File: config.mk
export PLATFORM = sky130hd
export DESIGN_NAME = mbd_scan
export DESIGN_NICKNAME = d
export VERILOG_FILES = /design/src/hw/rtl/mbd_pkg.sv /design/src/hw/rtl/mbd_scan.sv
export SDC_FILE = /design/constraint.sdc
export NUM_CORES = 1
export LEC_CHECK = 0
export BUFFER_PORTS_ARGS = -buffer_cell sky130_fd_sc_hd__buf_4
export CORE_MARGIN = 8
export CORE_UTILIZATION = 40
export CTS_CLUSTER_DIAMETER = 80
export DETAILED_ROUTE_END_ITERATION = 10
export GPL_TIMING_DRIVEN = 0
export SLEW_MARGIN = 0
export SYNTH_ARGS = -nofsm -noshare
export SYNTH_HDL_FRONTEND = slang
export SYNTH_SLANG_ARGS = --single-unit
File: constraint.sdc
create_clock -name clk -period 3.22 [get_ports clk]
set_input_delay 0.161 -clock clk [delete_from_list [all_inputs] [get_ports clk]]
set_output_delay 0.161 -clock clk [all_outputs]
set_load 0.005 [all_outputs]
File: src/hw/rtl/mbd_pkg.sv
`default_nettype none

package mbd_pkg;

    localparam int WIDTH_REG_W       = 12;
    localparam int HEIGHT_REG_W      = 13;
    localparam int ROW_W             = 12;
    localparam int MAX_HEIGHT        = 4096;
    localparam int MIN_SIZE          = 2;
    localparam int DEFAULT_MAX_WIDTH = 2048;
    localparam int RESET_SIZE        = 256;
    localparam int CHAN_W            = 8;
    localparam int PAIR_W            = CHAN_W + 1;
    localparam int APB_ADDR_W        = 3;
    localparam int APB_DATA_W        = 32;

    // Register index, taken from paddr above the byte offset.
    localparam logic REG_IMAGE_WIDTH  = 1'b0;
    localparam logic REG_IMAGE_HEIGHT = 1'b1;

    typedef struct packed {
        logic [CHAN_W-1:0] red;
        logic [CHAN_W-1:0] green;
        logic [CHAN_W-1:0] blue;
        logic [CHAN_W-1:0] alpha;
    } pixel_t;

    typedef struct packed {
        logic [CHAN_W-1:0] out_red;
        logic [CHAN_W-1:0] out_green;
        logic [CHAN_W-1:0] out_blue;
        logic [CHAN_W-1:0] out_alpha;
        logic              last_of_image;
    } result_t;

    // Horizontal pair sums as kept in the line store, red in the low bits.
    typedef struct packed {
        logic [PAIR_W-1:0] alpha;
        logic [PAIR_W-1:0] blue;
        logic [PAIR_W-1:0] green;
        logic [PAIR_W-1:0] red;
    } pair_t;

    typedef struct packed {
        logic [WIDTH_REG_W-1:0]  image_width;
        logic [HEIGHT_REG_W-1:0] image_height;
    } cfg_t;

    typedef enum logic [1:0] {
        KIND_NONE,
        KIND_HOLD,
        KIND_WRITE,
        KIND_EMIT
    } kind_t;

    typedef struct packed {
        kind_t kind;
        logic  last;
    } scan_t;

endpackage : mbd_pkg

`default_nettype wire

File: src/hw/rtl/mbd_scan.sv
`default_nettype none

module mbd_scan #(
    parameter int MAX_WIDTH = mbd_pkg::DEFAULT_MAX_WIDTH
) (
    input  wire logic                           clk,
    input  wire logic                           rst_n,
    input  wire mbd_pkg::cfg_t                  cfg,
    input  wire logic                           fire,
    output mbd_pkg::scan_t                      scan,
    output logic      [$clog2(MAX_WIDTH)-1:0]   col
);
    import mbd_pkg::*;

    localparam int CW = $clog2(MAX_WIDTH);
    localparam int WW = CW + 1;

    logic [CW-1:0]           col_reg, col_next;
    logic [ROW_W-1:0]        row_reg, row_next;
    logic [WW-1:0]           w, used_w, col_ext, col_inc;
    logic [HEIGHT_REG_W-1:0] h, used_h, row_ext, row_inc;
    logic                    active;

    // Effective size: register value clamped to what the block supports.
    always_comb
    begin
        if (cfg.image_width < WIDTH_REG_W'(MIN_SIZE))
            w = WW'(MIN_SIZE);
        else if (32'(cfg.image_width) > 32'(MAX_WIDTH))
            w = WW'(MAX_WIDTH);
        else
            w = WW'(cfg.image_width);

        if (cfg.image_height < HEIGHT_REG_W'(MIN_SIZE))
            h = HEIGHT_REG_W'(MIN_SIZE);
        else if (32'(cfg.image_height) > 32'(MAX_HEIGHT))
            h = HEIGHT_REG_W'(MAX_HEIGHT);
        else
            h = cfg.image_height;
    end

    assign used_w  = {w[WW-1:1], 1'b0};
    assign used_h  = {h[HEIGHT_REG_W-1:1], 1'b0};
    assign col_ext = WW'(col_reg);
    assign row_ext = HEIGHT_REG_W'(row_reg);
    assign col_inc = col_ext + WW'(1);
    assign row_inc = row_ext + HEIGHT_REG_W'(1);
    assign active  = (col_ext < used_w) && (row_ext < used_h);

    always_comb
    begin
        if (!active)
            scan.kind = KIND_NONE;
        else if (!col_reg[0])
            scan.kind = KIND_HOLD;
        else if (!row_reg[0])
            scan.kind = KIND_WRITE;
        else
            scan.kind = KIND_EMIT;
        scan.last = active && (col_ext == used_w - WW'(1))
                    && (row_ext == used_h - HEIGHT_REG_W'(1));
    end

    assign col = col_reg;

    // A counter found at or beyond the size wraps to zero.
    always_comb
    begin
        row_next = row_reg;
        if (col_inc >= w)
        begin
            col_next = '0;
            if (row_inc >= h)
                row_next = '0;
            else
                row_next = row_inc[ROW_W-1:0];
        end
        else
        begin
            col_next = col_inc[CW-1:0];
            if (row_ext >= h)
                row_next = '0;
        end
    end

    always_ff @(posedge clk or negedge rst_n)
    begin
        if (!rst_n)
        begin
            col_reg <= '0;
            row_reg <= '0;
        end
        else if (fire)
        begin
            col_reg <= col_next;
            row_reg <= row_next;
        end
    end

endmodule : mbd_scan

`default_nettype wire

# Word level (Yosys, flattened, before mapping)
# Cells that the tools add are included.
[classes] addsub=4 order_cmp=9 n_eq_ne=2 mux=11 n_reduce_logical=5
[op_table] operator="$mux 12" n=5
[op_table] operator="$mux 13" n=2
[op_table] operator="$add 12x1->13 const B" n=1
[op_table] operator="$eq 12x13->1" n=1
[op_table] operator="$ge 12x13->1" n=1
[op_table] operator="$ge 13x13->1" n=1
[op_table] operator="$gt 13x13->1 const B" n=1
[op_table] operator="$lt 12x13->1" n=1
[op_table] operator="$lt 13x2->1 const B" n=1
[op_table] operator="$sub 13x1->13 const B" n=1
[op_table] operator="$add 11x1->12 const B" n=1
[op_table] operator="$eq 11x12->1" n=1
[op_table] operator="$ge 12x12->1" n=1
[op_table] operator="$gt 12x12->1 const B" n=1
[op_table] operator="$lt 11x12->1" n=1
[op_table] operator="$lt 12x2->1 const B" n=1
[op_table] operator="$sub 12x1->12 const B" n=1
[op_table] operator="$mux 11" n=1
[op_table] operator="$mux 2" n=2
[op_table] operator="$logic_and 1x1->1" n=3
[op_table] operator="$reduce_and 2->1" n=1
[op_table] operator="$reduce_bool 2->1" n=1
[op_table] operator="$mux 1" n=1
[totals] regBits=23 inputBits=28 output_inout_bits=14 wordCells=33

# Depth between registers and ports, before layout
# Gate-level depths: netlist of the first run.
[logic_depth] ltp_word=7 mapped_depth=16 ltp_nobuf=15

# Least setup slack after synthesis of the first run
# Ideal clock, no wire load.
[synth_timing] kind="input -> output" start="in cfg[5] (netlist name)" end="out scan[0] (netlist name)" arrival_ps=3154 t_required_ps=3059 path_slack_ps=-95 stages=15 n_path_buf=1 path_cell_list="buf_6 > or4_4 > nor2_8 > nand2_1 > nor2_1 > o21ai_0 > ha_1 > xor2_1 > o32a_1 > nand4_1 > a311oi_1 > and4_1 > nand4_1 > or4_1 > nor4_2"
[synth_lines] element="start: declaration" line_no="mbd_scan.sv:8" source="input wire mbd_pkg::cfg_t cfg,"
[synth_lines] element="end: declaration" line_no="mbd_scan.sv:10" source="output mbd_pkg::scan_t scan,"

==> results of run 1 <==
==> cells in the final DEF, fill, tap and decap left out, types with 12 or more instances in the layout <==
cell / count
a21oi_1: 22
ha_1: 50
buf_4: 62
xnor2_1: 18
nand2b_1: 18
clkbuf_1: 12
o21ai_0: 18
nand2_1: 58
nand4_1: 12
nor2_1: 28
dfrtp_1: 18
inv_1: 24
==> metrics by stage <==
stage                     setup TNS, ns  utilization  cells  setup WS (ns)  power (W)
final                           -0.5635       0.5374    657        -0.1544   0.002101
after global routing             -2.446       0.5374    657        -0.2812   0.002278
after CTS                       -0.1465       0.4989    642        -0.1465   0.001888
after detailed placement         -16.87       0.4613    624        -0.7791   0.001530
after global placement           -15.93       0.4613    624        -0.7368   0.001511
after floorplan                -0.01466            -    478       -0.01466   0.001154
==> per-layer routing <==
| metal | up-vias | part of all wire | track usage |
|---|---|---|---|
| met5 | - | 0 | 0 |
| met4 | 0 | 0.014 | 0.04978 |
| met3 | 16 | 0.065 | 0.02922 |
| met2 | 157 | 0.45 | 0.2905 |
| met1 | 1903 | 0.47 | 0.2647 |
| li1 | 1887 | - | - |
==> critical path, stage by stage <==
cell	delay [ns]
buf_8	0.10
or4_4	0.58
nor2_8	0.13
nand2_4	0.06
nor2_4	0.15
o21ai_4	0.10
ha_4	0.28
xor2_2	0.15
o311ai_1	0.15
a311oi_2	0.25
and4_1	0.21
nand4_1	0.10
or4_4	0.45
nor4_4	0.18
buf_4	0.16
==> logic make-up (layout without fill, tap and decap cells) <==
family	count (synthesis)	count (layout)	share of synthesized area
and+or+nand+nor	194	194	0.2707
xor gates and xnor gates	31	31	0.07503
DFF	23	23	0.1591
AOI/OAI and AO/OA	122	122	0.2286
adders and majority gates	52	52	0.1798
buffers and inverters	50	121	0.06985
muxes	6	6	0.01694
==> report_power, final <==
part / total (W) / internal, W / switching [W]
registers: 0.000453 / 0.000354 / 0.0000988
clock network: 0.000213 / 0.0000873 / 0.000126
logic: 0.00143 / 0.000709 / 0.000726
total: 0.00210 / 0.00115 / 0.000950
==> area by class of cell <==
class	instances	area share
buffer	23	0.03959
clock buffer	3	0.008767
clock inverter	1	0.001063
inverter	24	0.01913
multi-input combinational	405	0.6581
sequential	23	0.1235
tap	108	0.02869
timing repair buffer	70	0.1211
==> final timing paths <==
kind                                    to  slack [ns]
worst max register to register  row_reg[8]       -0.07
worst min-delay path            row_reg[9]        0.32
worst max-delay path               scan[0]       -0.15
min in group clk                row_reg[4]        0.34
max in group asynchronous           col[3]        2.61
worst min register to register  row_reg[1]        0.59
==> timing repair <==
item | CTS | global route
endpoints found under the hold margin | 23 | 0
pin swaps | 21 | 27
endpoints found under the setup margin | 24 | 22
hold buffers | 1 | 0
resized for setup | 41 | 57
setup buffers | 13 | 16
cloned | 2 | 0
==> metrics.md, run 1 <==
| Metric | Value |
|---|---|
| Top_reg_cell synth | `dfrtp_1` |
| Total grt overflow | `0` |
| Largest area contributor in the netlist | `ha_1` |
| Max Buffers Root-to-Sink | `2` |
| Area share of the largest cell type after synthesis | `0.1798` |
| Pwr per Cell Area | `446.1 mW/mm^2` |
| Via density | `6.032` |
| Core box area | `0.008763 sq mm` |
| Design area | `0.004710 sq mm` |
| Area post-placement | `0.004043 sq mm` |
| Post-route setup slack | `-0.1544 ns` |
| Fmax | `0.2964 GHz` |
| Leak | `2.210 nW` |
| Count leader, synth | `nand2_1` |
| Sequential area share after synthesis | `0.1591` |
| Post-Synthesis Cells | `478` |
| Critical Path Fanout Max | `3` |
| R2R Path Start | `col[1]` |
| Avg WL per Cell | `18.75 microns` |
| Worst vdd ir | `0.0002898 V` |
| Hold WS | `0.3225 ns` |
| Area of the multi-input gates | `0.003099 sq mm` |
| Post-synth EDFFs | `0` |
| WL final | `12.32 mm` |
| Vias in the first global route | `3732` |
| Async set-reset flop share out of synthesis | `1.000` |
| Setup crit end kind | `output pin` |
| CTS clk-pin slew, worst paths | `0.11 ns` |
| Slew Limit Headroom | `0.5127` |
| Layout cells sized above 1 | `0.2605` |
| Final hold violation count | `0` |
| Worst setup startpoint | `cfg[6]` |
| CTS tree | `built` |
| Critical path required time | `3.06 ns` |
| Nets | `630` |
| Number of diodes | `0` |
| Setup Crit Path Kind | `input pin to output pin` |
| Num ports | `42` |
| Yosys reg bits | `23` |
| Clock Tree Root | `clkbuf_8` |
| Hpwl dp | `9.191 mm` |
| Total CTS buffers | `3` |
| Die ar. | `0.01235 sq mm` |
| Worst skew pair latency | `0.28 ns` |
| Final Slew Violations | `0` |
| HP Class | `input pin to asynchronous set/reset pin` |
| Outcome | `complete, but fails checks` |
| Die H | `111.1 microns` |
| PortBufs | `38` |
| Unrepaired setup endpoints after global routing | `true` |
| Netlist cell types | `62` |
| Worst Clk Skew | `0.002470 ns` |
| Synth cell count leaders | `nand2_1 (68), ha_1 (52), nor2_1 (30), o21ai_0 (26), a21oi_1 (25)` |
| Fillers | `850` |
| DR pass1 iterations | `5` |
| R2R cell count | `15` |
| H-tree depth | `1` |
| Period utilization | `1.048` |
| First-pass GRT wire length | `19.69 mm` |
| DRC | `0` |
| Syn Nets | `558` |
| Startpoint types | `input pin` |
| Num rows | `34` |
| Initial Util | `0.4129` |
| # clock sinks | `23` |
| Largest net degree at the start of global routing | `24` |
| Critical Path AT | `3.21 ns` |
| Routed Antenna Nets | `0` |
| Area growth syn-to-layout | `30.15%` |
| Max FFs per register | `12` |
| Final min period | `3.374 ns` |
| Slew at the pin closest to its max-slew limit | `0.7243 ns` |
| Via count | `3963` |
| Initial DRC Count | `288` |
| Final Setup Violations | `13` |
| Mapped Area | `0.003618 sq mm` |
| Yosys warning count | `0` |
| Register area | `581.8 sq um` |
| Failing checks | `negative setup slack` |
| Die Wd | `111.1 microns` |
| Syn avg cell area | `7.570 sq um` |
| GPL Wtd Cong | `0.9176` |
| Initial antenna violation count | `0` |
| Synth top area cells | `ha_1 (18%), dfrtp_1 (16%), nand2_1 (7.1%)` |
| # Max-Cap Violations | `0` |
| Total GRT Usage | `0.1888` |
(Power assumes the default switching activity.)
==> run 2, diff against run 1 <==
clock period = 2.88 ns   (was 3.22 ns; I/O delays follow)
==> run 2 against run 1 <==
Effect of this change: sequential share of layout area shrank 0.10 points; sequential power grew 14%; hold slack lost 0.021 ns; die area is the same; first-iteration DRC count shrank 4.2%; combinational power grew 16%; register-to-register slack lost 0.27 ns; the run still ends with negative setup slack left; clock power grew 12%.
==> metrics.md, run 2 (same netlist as run 1, synthesis figures left out) <==
| Metric | Value |
|---|---|
| WL final | `12.43 mm` |
| Total grt overflow | `0` |
| Leak | `2.217 nW` |
| Delay of the slowest critical-path stage | `0.57 ns` |
| Max FFs per register | `12` |
| Slew Limit Headroom | `0.4390` |
| DR pass1 iterations | `7` |
| Worst-path cell chain | `buf_12 > or4_4 > nor2_8 > nand2_4 > nor2_4 > o21ai_4 > ha_4 > xor2_1 > o32a_1 > nand4_1 > a311oi_1 > and4_1 > nand4_1 > or4_4 > nor4_4 > buf_4` |
| Worst setup startpoint | `cfg[5]` |
| Initial DRC Count | `276` |
| Setup Crit Path Kind | `input pin to output pin` |
| Outcome | `complete, but fails checks` |
| Worst Clk Skew | `0.005741 ns` |
| Final min period | `3.434 ns` |
| Critical Path AT | `3.29 ns` |
| Reg2Reg Capture Point | `row_reg[11]` |
| R2R Path Start | `col[1]` |
| Setup crit end kind | `output pin` |
| Vias in the first global route | `4024` |
| Final hold violation count | `0` |
| Post-route insts no fill | `657` |
| Highest-count cells in the layout ignoring fill and taps | `buf_4 (61), nand2_1 (59), ha_1 (49)` |
| GPL Wtd Cong | `0.9073` |
| Startpoint types | `input pin` |
| Critical path required time | `2.74 ns` |
| DRC | `0` |
| Final Util | `0.5420` |
| Area growth syn-to-layout | `31.26%` |
| Die H | `111.1 microns` |
| Share of total power in sequential cells | `0.214` |
| Core box area | `0.008763 sq mm` |
| Design area | `0.004750 sq mm` |
| Hpwl dp | `9.199 mm` |
| Power share of the combinational group | `0.687` |
| # Max-Cap Violations | `0` |
| Number of diodes | `0` |
| Slew at the pin closest to its max-slew limit | `0.8415 ns` |
| CTS clk-pin slew, worst paths | `0.11 ns` |
| H-tree depth | `1` |
| Clk pwr share | `0.099` |
| Fin Setup TNS | `-6.858 ns` |
| Initial Util | `0.4129` |
| Fmax | `0.2912 GHz` |
| Layout cells sized above 1 | `0.2787` |
| Worst skew pair latency | `0.29 ns` |
| Via count | `3924` |
| Nets | `630` |
| Initial antenna violation count | `0` |
| Switching Share | `0.4590` |
| Routed Antenna Nets | `0` |
| Num rows | `34` |
| R2R cell count | `14` |
| Die ar. | `0.01235 sq mm` |
| Pwr per Cell Area | `507.7 mW/mm^2` |
| HP Class | `input pin to asynchronous set/reset pin` |
| Post-route setup slack | `-0.5540 ns` |
| # clock sinks | `23` |
| Final Slew Violations | `0` |
| Num ports | `42` |
| Placed Cells | `624` |
| Failing checks | `negative setup slack` |
| Setup slack, reg-to-reg | `-0.34 ns` |
| Period utilization | `1.192` |
| Total GRT Usage | `0.1943` |
| CP max-delay cell | `or4_4` |
| Critical Path Fanout Max | `4` |
| Unrepaired setup endpoints after global routing | `true` |
| Max Buffers Root-to-Sink | `2` |
| Most common cell after layout, fill and taps aside | `buf_4` |
| First-pass GRT wire length | `20.31 mm` |
| Via density | `5.973` |
| P_sw | `0.001107 W` |
| Largest net degree at the start of global routing | `24` |
| Final Setup Violations | `24` |
| Area post-placement | `0.004121 sq mm` |
| Avg WL per Cell | `18.92 microns` |
| Clock Tree Root | `clkbuf_8` |
| Worst vdd ir | `0.0003553 V` |
| CTS tree | `built` |
| Internal power | `0.001304 W` |
| Total CTS buffers | `3` |
| PortBufs | `38` |
| Die Wd | `111.1 microns` |
-- run 2: cell count changes in the layout (fill, tap and decap cells not counted), sizes merged --
cell	previous run	this run
buf	75	72
clkbuf	19	22
-- run 2: power by group through the flow --
stage	logic, W	clock network, W	registers (W)
CTS	0.00153	0.000240	0.000512
floorplan	0.000855	0	0.000482
global route	0.00181	0.000254	0.000530
detailed placement	0.00126	0	0.000512
global placement	0.00124	0	0.000509
finish	0.00166	0.000239	0.000517
-- run 2: cell type report --
type / instances / area, sq um
clock inverter: 1 / 5.005
fill: 830 / 4014
buffer: 23 / 188.9
inverter: 24 / 90.09
timing repair buffer: 70 / 569.3
multi-input combinational: 405 / 3138
tap: 108 / 135.1
sequential: 23 / 581.8
clock buffer: 3 / 41.29
-- run 2: worst max path at each step --
stage	endpoint	slack, ns	cells past startpoint
after floorplan	row_reg[0]	-0.08	15
after global placement	scan[0]	-0.71	16
after detailed placement	row_reg[1]	-0.73	15
after CTS	scan[0]	-0.51	16
after global routing	scan[0]	-0.63	16
final	scan[0]	-0.55	16
-- run 2: worst max-delay path: cells and delay by family --
kind                       cells  cell delay, ns
and+or+nand+nor                9            1.98
AOI/OAI and AO/OA              3            0.56
buffers and inverters          2            0.27
adders and majority gates      1            0.19
xor gates and xnor gates       1            0.14
-- run 2: what timing repair did --
action | in CTS | in global routing
gates cloned | 2 | 0
setup endpoints to repair | 26 | 26
gates resized for setup | 54 | 38
hold buffers | 1 | 0
pin swaps | 20 | 27
buffers inserted | 24 | 8
hold endpoints to repair | 23 | 0
-- run 2: per-layer routing --
layer | GRT usage | part of all wire | up-vias
met2 | 0.3104 | 0.45 | 147
met3 | 0.03355 | 0.061 | 30
met5 | 0 | 0 | -
met4 | 0.05778 | 0.025 | 0
met1 | 0.2591 | 0.46 | 1860
li1 | - | - | 1887
-- run 2: through the flow --
stage / hold WS [ns] / power (W) / setup slack [ns]
floorplan: -0.1516 / 0.001338 / -0.08227
global placement: 0.09132 / 0.001749 / -0.7068
detailed placement: 0.09251 / 0.001769 / -0.7318
CTS: 0.3047 / 0.002285 / -0.5083
global route: 0.3156 / 0.002598 / -0.6299
finish: 0.3015 / 0.002411 / -0.5540
