`config.mk`:
```
export PLATFORM = sky130hd
export DESIGN_NAME = mbd_regs
export DESIGN_NICKNAME = d
export VERILOG_FILES = /design/src/hw/rtl/mbd_pkg.sv /design/src/hw/rtl/mbd_regs.sv
export SDC_FILE = /design/constraint.sdc
export NUM_CORES = 1
export LEC_CHECK = 0
export BUFFER_PORTS_ARGS = -buffer_cell sky130_fd_sc_hd__buf_2
export CAP_MARGIN = 40
export CORE_UTILIZATION = 36
export DETAILED_ROUTE_END_ITERATION = 8
export GPL_TIMING_DRIVEN = 0
export PLACE_DENSITY = 0.79
export SYNTH_ARGS = -nofsm -noshare
export SYNTH_HDL_FRONTEND = slang
export SYNTH_SLANG_ARGS = --single-unit
```
`constraint.sdc`:
```
create_clock -name clk -period 0.8 [get_ports clk]
set_input_delay 0.04 -clock clk [delete_from_list [all_inputs] [get_ports clk]]
set_output_delay 0.04 -clock clk [all_outputs]
set_load 0.1 [all_outputs]
```
`src/hw/rtl/mbd_pkg.sv`:
```
`default_nettype none

package mbd_pkg;

    localparam int WIDTH_REG_W       = 12;
    localparam int HEIGHT_REG_W      = 13;
    localparam int ROW_W             = 12;
    localparam int MAX_HEIGHT        = 4096;
    localparam int MIN_SIZE          = 2;
    localparam int DEFAULT_MAX_WIDTH = 2048;
    localparam int RESET_SIZE        = 256;
    localparam int CHAN_W            = 8;
    localparam int PAIR_W            = CHAN_W + 1;
    localparam int APB_ADDR_W        = 3;
    localparam int APB_DATA_W        = 32;

    // Register index, taken from paddr above the byte offset.
    localparam logic REG_IMAGE_WIDTH  = 1'b0;
    localparam logic REG_IMAGE_HEIGHT = 1'b1;

    typedef struct packed {
        logic [CHAN_W-1:0] red;
        logic [CHAN_W-1:0] green;
        logic [CHAN_W-1:0] blue;
        logic [CHAN_W-1:0] alpha;
    } pixel_t;

    typedef struct packed {
        logic [CHAN_W-1:0] out_red;
        logic [CHAN_W-1:0] out_green;
        logic [CHAN_W-1:0] out_blue;
        logic [CHAN_W-1:0] out_alpha;
        logic              last_of_image;
    } result_t;

    // Horizontal pair sums as kept in the line store, red in the low bits.
    typedef struct packed {
        logic [PAIR_W-1:0] alpha;
        logic [PAIR_W-1:0] blue;
        logic [PAIR_W-1:0] green;
        logic [PAIR_W-1:0] red;
    } pair_t;

    typedef struct packed {
        logic [WIDTH_REG_W-1:0]  image_width;
        logic [HEIGHT_REG_W-1:0] image_height;
    } cfg_t;

    typedef enum logic [1:0] {
        KIND_NONE,
        KIND_HOLD,
        KIND_WRITE,
        KIND_EMIT
    } kind_t;

    typedef struct packed {
        kind_t kind;
        logic  last;
    } scan_t;

endpackage : mbd_pkg

`default_nettype wire

```
`src/hw/rtl/mbd_regs.sv`:
```
`default_nettype none

module mbd_regs (
    input  wire logic                           clk,
    input  wire logic                           rst_n,
    input  wire logic                           psel,
    input  wire logic                           penable,
    input  wire logic                           pwrite,
    input  wire logic [mbd_pkg::APB_ADDR_W-1:0] paddr,
    input  wire logic [mbd_pkg::APB_DATA_W-1:0] pwdata,
    output logic      [mbd_pkg::APB_DATA_W-1:0] prdata,
    output logic                                pready,
    output mbd_pkg::cfg_t                       cfg
);
    import mbd_pkg::*;

    logic [WIDTH_REG_W-1:0]  width_reg;
    logic [HEIGHT_REG_W-1:0] height_reg;
    logic                    wr_en;

    assign pready = 1'b1;
    assign wr_en  = psel && penable && pwrite && pready;

    always_ff @(posedge clk or negedge rst_n)
    begin
        if (!rst_n)
        begin
            width_reg  <= WIDTH_REG_W'(RESET_SIZE);
            height_reg <= HEIGHT_REG_W'(RESET_SIZE);
        end
        else if (wr_en)
        begin
            case (paddr[2])
                REG_IMAGE_WIDTH:  width_reg  <= pwdata[WIDTH_REG_W-1:0];
                REG_IMAGE_HEIGHT: height_reg <= pwdata[HEIGHT_REG_W-1:0];
                default:          width_reg  <= width_reg;
            endcase
        end
    end

    always_comb
    begin
        case (paddr[2])
            REG_IMAGE_WIDTH:  prdata = APB_DATA_W'(width_reg);
            REG_IMAGE_HEIGHT: prdata = APB_DATA_W'(height_reg);
            default:          prdata = '0;
        endcase
    end

    assign cfg.image_width  = width_reg;
    assign cfg.image_height = height_reg;

endmodule : mbd_regs

`default_nettype wire

```
[Word-level counts from Yosys, hierarchy flattened]
Index checks and enable logic that the tools add are counted.
Storage, ports and cells
  logic and storage cells: 8
  input port bits: 40
  register bits after elaboration: 25
  output and inout port bits: 58
Cells by class
  reduce and logical (&&, ||, !) cells: 4
  muxes and demuxes: 1
  bitwise logic cells: 1
Operator list (number)
  32-bit case mux with 2 select lines: 1
  2-bit AND reduction: 2
  1-bit logical AND: 2
  1-bit NOT: 1

[Longest topological paths before layout]
Gate-level depths: netlist of run 1.
  depth after elaboration: 3
  mapped depth: 3
  mapped depth without buffers: 2

[Least setup slack after synthesis of run 1]
OpenSTA, ideal clock, no wires.
  path kind: reg-to-output
  start point: reg height_reg[12]
  end point: out prdata[12] (netlist bit)
  cell stages (with the launch flop): 2
  setup slack: -1.013 ns
  arrival time: 1.773 ns
  data required time: 0.760 ns
  path buffers: 0
  cell sequence: dfrtp_1 -> and2_1
Between the ends
  cells in the longest elaborated chain, start to end: 1
Ends and longest elaborated chain
  from (decl): RTL line mbd_regs.sv:18  | logic [HEIGHT_REG_W-1:0] height_reg;
  from (signal assigned): RTL line mbd_regs.sv:29  | height_reg <= HEIGHT_REG_W'(RESET_SIZE);
  from (signal assigned): RTL line mbd_regs.sv:35  | REG_IMAGE_HEIGHT: height_reg <= pwdata[HEIGHT_REG_W-1:0];
  32-bit case mux with 2 select lines: RTL line mbd_regs.sv:43  | case (paddr[2])
  to (decl): RTL line mbd_regs.sv:11  | output logic [mbd_pkg::APB_DATA_W-1:0] prdata,
Every way passes these cells. The select of a mux whose other input is x is not followed.

[Final worst setup path of run 1]
  start point: reg height_reg[2]
  end point: out prdata[2] (netlist bit)
Same word-level chain as after synthesis.

==> summary.md, run 1 <==
| Metric | Value |
|---|---|
| Setup slack, reg-to-reg | `-0.29 ns` |
| Crit path cell chain | `mux2_4 > buf_12` |
| Initial antenna violation count | `0` |
| Area leader, netlist | `dfrtp_1` |
| Buffers on Ports | `56` |
| Outcome | `complete, but fails checks` |
| Crit. End Element | `output pin` |
| Fraction of layout cells with a size suffix above 1 | `0.839` |
| Largest net degree at the start of global routing | `26` |
| Worst Setup Slack, final | `-0.554 ns` |
| Post-DR wirelength/cell | `17.5 um` |
| Tcrit/Tclk final | `1.69` |
| Seq. cell area | `722 um^2` |
| GPL Wtd Cong | `0.699` |
| Root Buffer | `clkbuf_4` |
| P_leak | `1.48 nW` |
| Worst-path maximum fanout | `3` |
| IO Count | `98` |
| Vias in the first global route | `1100` |
| HPWL Detailed | `2.13 mm` |
| Via density | `4.34` |
| Routed vias | `1115` |
| Worst-Margin Slew | `0.549 ns` |
| Core area | `0.00342 mm^2` |
| Slowest stage cell, crit path | `dfrtp_4` |
| Crit path DAT | `1.31 ns` |
| Max reg flops | `13` |
| Number of flops mapped to enable cells by yosys | `0` |
| Cells after Synth | `90` |
| Slew Limit Fails | `0` |
| GRT Overall Usage | `0.185` |
| Final nets | `252` |
| CP Class | `reg -> out` |
| Clock Latency Late Sink | `0.31 ns` |
| Pwr Density | `3450 mW/mm^2` |
| Top cells by area, synth | `dfrtp_1 44%, mux2_2 23%, buf_4 12%` |
| Post-Route WL | `4.50 mm` |
| Hold Fails Final Rpt | `0` |
| Die Height | `62.2 um` |
| Synth-to-layout area growth | `125%` |
| Main synth FF type | `dfrtp_1` |
| Clock slew at reported path FFs | `0.15 ns` |
| Die width | `62.2 um` |
| FF-to-FF End | `width_reg[11]` |
| Sink Count | `25` |
| Cell Rows | `21` |
| Fmax | `0.739 GHz` |
| Top-count cell post-synth | `mux2_2` |
| RSZ-0062 raised after global routing | `yes` |
| Hold path cells | `3` |
| Worst EP required | `0.76 ns` |
| Synth top cells by count | `27 x mux2_2, 23 x dfrtp_1, 21 x buf_4` |
| CTS tree | `done` |
| 1st-iter DRT viols | `11` |
| Clock skew | `0 ns` |
| Avg Inst Size Synth | `14.5 um^2` |
| Post-route ant nets | `0` |
| Hold EP | `width_reg[6]` |
| Overall power | `0.0101 W` |
| Initial Utilization | `0.382` |
| Area of the multi-input gates | `676 um^2` |
| Global-route wire length before repair | `5.57 mm` |
| Setup crit start kind | `register` |
| Drc violations | `0` |
| Largest stage delay, worst path | `0.53 ns` |
| Total grt overflow | `0` |
| HP Class | `in -> reg` |
| Drt pass-1 iters | `4` |
| Antenna cells | `0` |
| Final setup fails | `63` |
| Cells on worst reg2reg path | `3` |
| Post-route setup TNS | `-19.53 ns` |
| Failing checks | `negative setup slack` |
| Post-synth top area share | `0.441` |
| Seq/Total Area, Yosys | `0.481` |
| Headroom to the max-slew limit | `0.634` |
| Worst VDD drop | `0.00228 V` |
| Flops & latches, synth | `25` |
| Synth async-reset ratio | `1.00` |
| Ys Warns | `0` |
| HP Start | `penable` |
| Htree depth | `1` |
| FILL cells | `158` |
| Mapped cell area | `0.00131 mm^2` |
| CTS Buf Count | `3` |
| Reg-to-Reg Start | `width_reg[11]` |
| Clock Path Buffers | `2` |
| Post-synthesis cell type count | `11` |
| Die ar. | `0.00387 mm^2` |
| Post-Place Setup Slack | `-0.462 ns` |
| Minimum clock period | `1.35 ns` |
| Max-Cap Viols | `0` |
-- logic make-up (layout without fill, tap and decap cells) --
kind of cell	after synthesis	count (layout)	share of synthesized area
buf+inv	23	126	0.133
flops	25	25	0.481
mux	37	37	0.348
other cells	2	20	0.00575
simple gates	3	3	0.0326
-- layer usage --
| layer | track usage | share of wire | vias to the layer above |
|---|---|---|---|
| met5 | 0 | 0 | - |
| met4 | 0.0436 | 0.015 | 0 |
| met3 | 0.0239 | 0.040 | 4 |
| met2 | 0.359 | 0.59 | 45 |
| met1 | 0.212 | 0.35 | 553 |
| li1 | - | - | 513 |
-- final cells by class --
cell class | count | area share
plain buffers | 23 | 0.0593
clock inverters | 1 | 0.00256
repair buffers | 99 | 0.435
multi-input cells | 60 | 0.230
clock buffers | 3 | 0.00768
flip-flops and latches | 25 | 0.246
well taps | 46 | 0.0196
-- worst max path at each step --
stage,start,end
2_1_floorplan,height_reg[8],prdata[8]
3_3_place_gp,paddr[2],prdata[9]
3_5_place_dp,paddr[2],prdata[4]
4_1_cts,height_reg[8],prdata[8]
5_1_grt,height_reg[2],prdata[2]
6_report,height_reg[2],prdata[2]
-- critical path, delay by kind of cell, from the launching register on --
family / cells / cell delay, ns
flops: 1 / 0.53
mux: 1 / 0.29
buf+inv: 1 / 0.17
-- through the flow --
| stage | cell area (um^2) | instances | hold WS, ns | util |
|---|---|---|---|---|
| finish | 2930 | 257 | 0.134 | 0.859 |
| global route | 2930 | 257 | 0.136 | 0.859 |
| CTS | 2500 | 233 | 0.119 | 0.733 |
| detailed placement | 1910 | 210 | 0.0556 | 0.558 |
| global placement | 1910 | 210 | 0.0390 | 0.558 |
| floorplan | 1570 | 108 | -0.256 | - |
-- power by group --
part | internal [W] | switching, W | leakage [nW]
Sequential | 0.00174 | 0.000294 | 0.274
Clock | 0.000191 | 0.000393 | 0.0139
Combinational | 0.00293 | 0.00458 | 1.19
-- placed cells by master (no fill, tap or decap) --
cell type,instances
and2_4,1
buf_12,37
buf_2,19
buf_4,30
buf_6,22
clkbuf_4,3
clkinvlp_4,1
conb_1,20
dfrtp_4,23
dfstp_4,2
dlygate4sd3_1,14
mux2_4,37
nand4_2,1
nand4b_4,1
-- repair_timing --
| item | 4_1_cts | 5_1_grt |
|---|---|---|
| setup buffers | 5 | 25 |
| endpoints found under the setup margin | 63 | 63 |
| hold endpoints to repair | 48 | 0 |
| gates resized for setup | 112 | 60 |
| hold buffers | 14 | 0 |
Power figures use the tool's default switching activity.
==> run 2, diff against run 1 <==
==> constraint.sdc (replaced) <==
create_clock -name clk -period 0.8 [get_ports clk]
set_input_delay 0.08 -clock clk [delete_from_list [all_inputs] [get_ports clk]]
set_output_delay 0.08 -clock clk [all_outputs]
set_load 0.1 [all_outputs]
==> summary.md, run 2 (same netlist as run 1, synthesis figures left out) <==
| Metric | Value |
|---|---|
| Cell Rows | `21` |
| Hold Fails Final Rpt | `0` |
| Setup crit start kind | `register` |
| Max-Cap Viols | `0` |
| Tcrit/Tclk final | `1.77` |
| Final Non-Filler Cells | `258` |
| Drt pass-1 iters | `4` |
| Post-route setup TNS | `-21.78 ns` |
| Slew Limit Fails | `0` |
| RSZ-0062 raised after global routing | `yes` |
| Via density | `4.32` |
| Post-route ant nets | `0` |
| Die ar. | `0.00387 mm^2` |
| Minimum clock period | `1.42 ns` |
| Most used cells in the layout excluding fill and tap cells | `37 x mux2_4, 37 x buf_12, 26 x buf_4, 26 x buf_6, 23 x dfrtp_4` |
| Routed vias | `1115` |
| Overall power | `0.0102 W` |
| Fraction of layout cells with a size suffix above 1 | `0.839` |
| IO Count | `98` |
| GRT Overall Usage | `0.184` |
| HPWL Detailed | `2.13 mm` |
| HP Class | `in -> reg` |
| Htree depth | `1` |
| Root Buffer | `clkbuf_4` |
| Crit. End Element | `output pin` |
| Initial Utilization | `0.382` |
| Final nets | `252` |
| CTS tree | `done` |
| Die width | `62.2 um` |
| Buffers on Ports | `56` |
| GRT Max-Usage Layer | `met2` |
| Drc violations | `0` |
| Clock skew | `0 ns` |
| Fmax | `0.706 GHz` |
| CP Class | `reg -> out` |
| Vias in the first global route | `1083` |
| Met1 Usage GRT | `0.215` |
| Worst Setup Slack, final | `-0.617 ns` |
| Met2 usage in global routing | `0.350` |
| Clock slew at reported path FFs | `0.16 ns` |
| Worst VDD drop | `0.00258 V` |
| GPL Wtd Cong | `0.699` |
| Worst-path maximum fanout | `3` |
| Synth-to-layout area growth | `126%` |
| Failing checks | `negative setup slack` |
| Initial antenna violation count | `1` |
| Total grt overflow | `0` |
| Cell Count Post-Placement | `210` |
| CTS Buf Count | `3` |
| Max reg flops | `13` |
| Largest stage delay, worst path | `0.53 ns` |
| Core area | `0.00342 mm^2` |
| GRT met3 Usage | `0.0257` |
| P_leak | `1.48 nW` |
| Sink Count | `25` |
| Worst EP required | `0.72 ns` |
| Post-DR wirelength/cell | `17.9 um` |
| Crit path DAT | `1.34 ns` |
| Slowest stage cell, crit path | `dfrtp_4` |
| Clock Latency Late Sink | `0.32 ns` |
| Final Hold Slack | `0.168 ns` |
| 1st-iter DRT viols | `15` |
| Global-route wire length before repair | `5.55 mm` |
| Pwr Density | `3450 mW/mm^2` |
| Clock Path Buffers | `2` |
| Die Height | `62.2 um` |
| Largest net degree at the start of global routing | `26` |
| Outcome | `complete, but fails checks` |
| Post-Route WL | `4.63 mm` |
| Crit path cell chain | `mux2_4 > buf_12` |
| Final setup fails | `63` |
[run 2: cell count changes in the layout (fill, tap and decap cells not counted)]
cell,previous run,this run
buf_4,30,26
clkbuf_4,3,4
buf_2,19,18
diode_2,0,1
buf_6,22,26
[run 2: critical path, delay by kind of cell (launching register included)]
kind | cells | cell delay [ns]
DFF | 1 | 0.53
buffers and inverters | 1 | 0.17
muxes | 1 | 0.30
[run 2: timing repair]
item,4_1_cts,5_1_grt
endpoints found under the setup margin,63,66
hold buffers,13,1
resized for setup,112,65
endpoints found under the hold margin,44,2
buffers inserted,5,25
[run 2: final cells by class]
class,instances,area [um^2]
Timing Repair Buffer,99,1290
Buffer,23,174
Tap cell,46,57.6
Sequential cell,25,722
Clock buffer,3,22.5
Antenna cell,1,2.50
Clock inverter,1,7.51
Fill cell,158,462
Multi-Input combinational cell,60,676
[run 2: metrics by stage]
step	worst slack [ns]	cell area (um^2)	utilization
floorplan	-0.454	1570	-
global route	-0.652	2950	0.865
detailed placement	-0.542	1910	0.558
CTS	-0.585	2490	0.730
global placement	-0.516	1910	0.558
finish	-0.617	2950	0.865
[run 2: where the power goes]
group / switching (W) / internal [W]
logic: 0.00457 / 0.00295
clock network: 0.000430 / 0.000191
registers: 0.000309 / 0.00174
[run 2: layer usage]
metal,part of all wire,routed length [um]
met3,0.041,190
met5,0,0
met1,0.38,1740
met2,0.57,2650
met4,0.010,47
[run 2: path summary, 6_finish.rpt]
kind	from	endpoint	slack, ns	depth (start not counted)
min in group asynchronous	rst_n	height_reg[9]	0.20	2
setup / recovery	width_reg[2]	prdata[2]	-0.62	2
max in group asynchronous	rst_n	width_reg[8]	0.29	2
hold / removal	penable	width_reg[6]	0.17	3
setup reg to reg	width_reg[11]	width_reg[11]	-0.30	3
hold reg to reg	width_reg[9]	width_reg[9]	0.60	1
==> run 3, diff against run 2 <==
--- a/config.mk
+++ b/config.mk
@@ -7,10 +7,10 @@
 export LEC_CHECK = 0
 export BUFFER_PORTS_ARGS = -buffer_cell sky130_fd_sc_hd__buf_2
 export CAP_MARGIN = 40
-export CORE_UTILIZATION = 36
+export CORE_UTILIZATION = 43
 export DETAILED_ROUTE_END_ITERATION = 8
-export GPL_TIMING_DRIVEN = 0
-export PLACE_DENSITY = 0.79
+export GPL_TIMING_DRIVEN = 1
+export PLACE_DENSITY = 0.88
 export SYNTH_ARGS = -nofsm -noshare
 export SYNTH_HDL_FRONTEND = slang
 export SYNTH_SLANG_ARGS = --single-unit
==> constraint.sdc (replaced) <==
create_clock -name clk -period 1.7 [get_ports clk]
set_input_delay 0.17 -clock clk [delete_from_list [all_inputs] [get_ports clk]]
set_output_delay 0.17 -clock clk [all_outputs]
set_load 0.1 [all_outputs]
==> summary.md, run 3 (same netlist as run 1, synthesis figures left out) <==
| Metric | Value |
|---|---|
| Fraction of layout cells with a size suffix above 1 | `0.851` |
| GRT Overall Usage | `0.154` |
| Post-route setup TNS | `0 ns` |
| Final Hold Slack | `0.0797 ns` |
| Worst VDD drop | `0.00116 V` |
| Most used cells in the layout excluding fill and tap cells | `56 x buf_2, 27 x mux2_2, 22 x dfrtp_2` |
| FF-to-FF End | `width_reg[10]` |
| Synth-to-layout area growth | `22.7%` |
| Most common cell after layout, fill and taps aside | `buf_2` |
| Headroom to the max-slew limit | `0.633` |
| Fmax | `0.612 GHz` |
| P_leak | `0.830 nW` |
| Die Height | `57.1 um` |
| Outcome | `complete, but fails checks` |
| Cell Rows | `19` |
| Max-Cap Viols | `0` |
| HP Start | `pwdata[2]` |
| HPWL Detailed | `1.88 mm` |
| Antenna cells | `0` |
| Slew Limit Fails | `0` |
| Slowest stage cell, crit path | `dfstp_2` |
| Reg-to-Reg Start | `width_reg[10]` |
| CP Depth | `2` |
| CTS tree | `done` |
| Buf+Inv Stages, Crit Path | `1` |
| Post-Route WL | `2.49 mm` |
| FILL cells | `226` |
| Hold EP | `height_reg[2]` |
| 1st-iter DRT viols | `21` |
| Total grt overflow | `0` |
| Minimum clock period | `1.63 ns` |
| Post-DR wirelength/cell | `13.9 um` |
| Clock Path Buffers | `2` |
| Wire length on met2 | `1.26 mm` |
| Routed vias | `861` |
| Drt pass-1 iters | `8` |
| Overall power | `0.00336 W` |
| Hold Fails Final Rpt | `0` |
| Clock slew at reported path FFs | `0.15 ns` |
| Post-route ant nets | `0` |
| CP Class | `reg -> out` |
| Metal1 wirelength | `1.04 mm` |
| Largest net degree at the start of global routing | `26` |
| Crit path max-delay family | `flip-flops` |
| Final nets | `189` |
| Met3 wire len | `180 um` |
| Core area | `0.00281 mm^2` |
| Hold path cells | `2` |
| Sink Count | `25` |
| Buffers on Ports | `56` |
| CTS Buf Count | `3` |
| Worst-path maximum fanout | `3` |
| Htree depth | `1` |
| Global-route wire length before repair | `3.84 mm` |
| Worst EP required | `1.53 ns` |
| Vias in the first global route | `829` |
| Via density | `4.81` |
| Root Buffer | `clkbuf_4` |
| Max reg flops | `13` |
| Die ar. | `0.00326 mm^2` |
| Initial Utilization | `0.466` |
| IO Count | `98` |
| Initial antenna violation count | `0` |
| GPL Wtd Cong | `0.626` |
| Final setup fails | `0` |
| Largest stage delay, worst path | `0.59 ns` |
| HP Class | `in -> reg` |
| RSZ-0062 raised after global routing | `no` |
| Cells on worst reg2reg path | `1` |
| Failing checks | `design-rule violations` |
| Crit path cell chain | `mux2_2 > buf_2` |
| Clock Latency Late Sink | `0.31 ns` |
| Setup crit start kind | `register` |
| Setup slack, reg-to-reg | `0.89 ns` |
| Clock skew | `0 ns` |
| Pwr Density | `2100 mW/mm^2` |
| Crit path DAT | `1.46 ns` |
| Crit. End Element | `output pin` |
| Worst-Margin Slew | `0.550 ns` |
| Tcrit/Tclk final | `0.961` |
| Drc violations | `12` |
| Top Metal Used | `met4` |
| Die width | `57.1 um` |
==> run 3: cell count changes in the layout (fill, tap and decap cells not counted), moves of 2 or more <==
| cell | previous run | this run |
|---|---|---|
| buf_12 | 37 | 0 |
| buf_2 | 18 | 56 |
| buf_4 | 26 | 2 |
| buf_6 | 26 | 0 |
| dfrtp_2 | 0 | 22 |
| dfrtp_4 | 23 | 0 |
| dfstp_2 | 0 | 2 |
| dfstp_4 | 2 | 0 |
| dlygate4sd3_1 | 14 | 1 |
| mux2_2 | 0 | 27 |
| mux2_4 | 37 | 10 |
==> run 3: power breakdown <==
group          leakage (nW)  total (W)  internal (W)  switching, W
Combinational         0.543    0.00224      0.000339       0.00190
Sequential            0.273   0.000852      0.000754     0.0000976
Clock                0.0139   0.000272     0.0000897      0.000183
==> run 3: cell type report <==
cell class / instances / area, um^2 / area share
clock inverter: 1 / 7.51 / 0.00468
multi-input combinational: 60 / 573 / 0.358
timing repair buffer: 59 / 305 / 0.190
clock buffer: 3 / 22.5 / 0.0141
tap: 31 / 38.8 / 0.0242
sequential: 25 / 656 / 0.409
==> run 3: worst max-delay path by stage <==
stage,startpoint,endpoint,slack [ns]
finish,width_reg[8],prdata[8],0.07
floorplan,height_reg[12],prdata[12],0.01
global placement,paddr[2],prdata[4],0.39
global route,width_reg[8],prdata[8],0.02
CTS,width_reg[8],prdata[8],0.06
detailed placement,paddr[2],prdata[2],0.38
==> run 3: timing repair <==
item | CTS | global route
hold buffers | 1 | 0
resized for setup | 0 | 0
hold endpoints to repair | 23 | 0
buffers inserted | 0 | 0
==> run 3: per-stage QoR <==
stage                     utilization  cells  worst slack [ns]  cell area, um^2
after floorplan                     -    108            0.0118             1400
after global placement          0.557    174             0.387             1560
after detailed placement        0.557    174             0.377             1560
after CTS                       0.571    179            0.0608             1600
after global routing            0.571    179            0.0192             1600
final                           0.571    179            0.0670             1600
==> run 3: layer usage <==
metal | global-route usage | vias to the layer above
li1 | - | 386
met1 | 0.180 | 421
met2 | 0.286 | 52
met3 | 0.0227 | 2
met4 | 0.0523 | 0
met5 | 0 | -
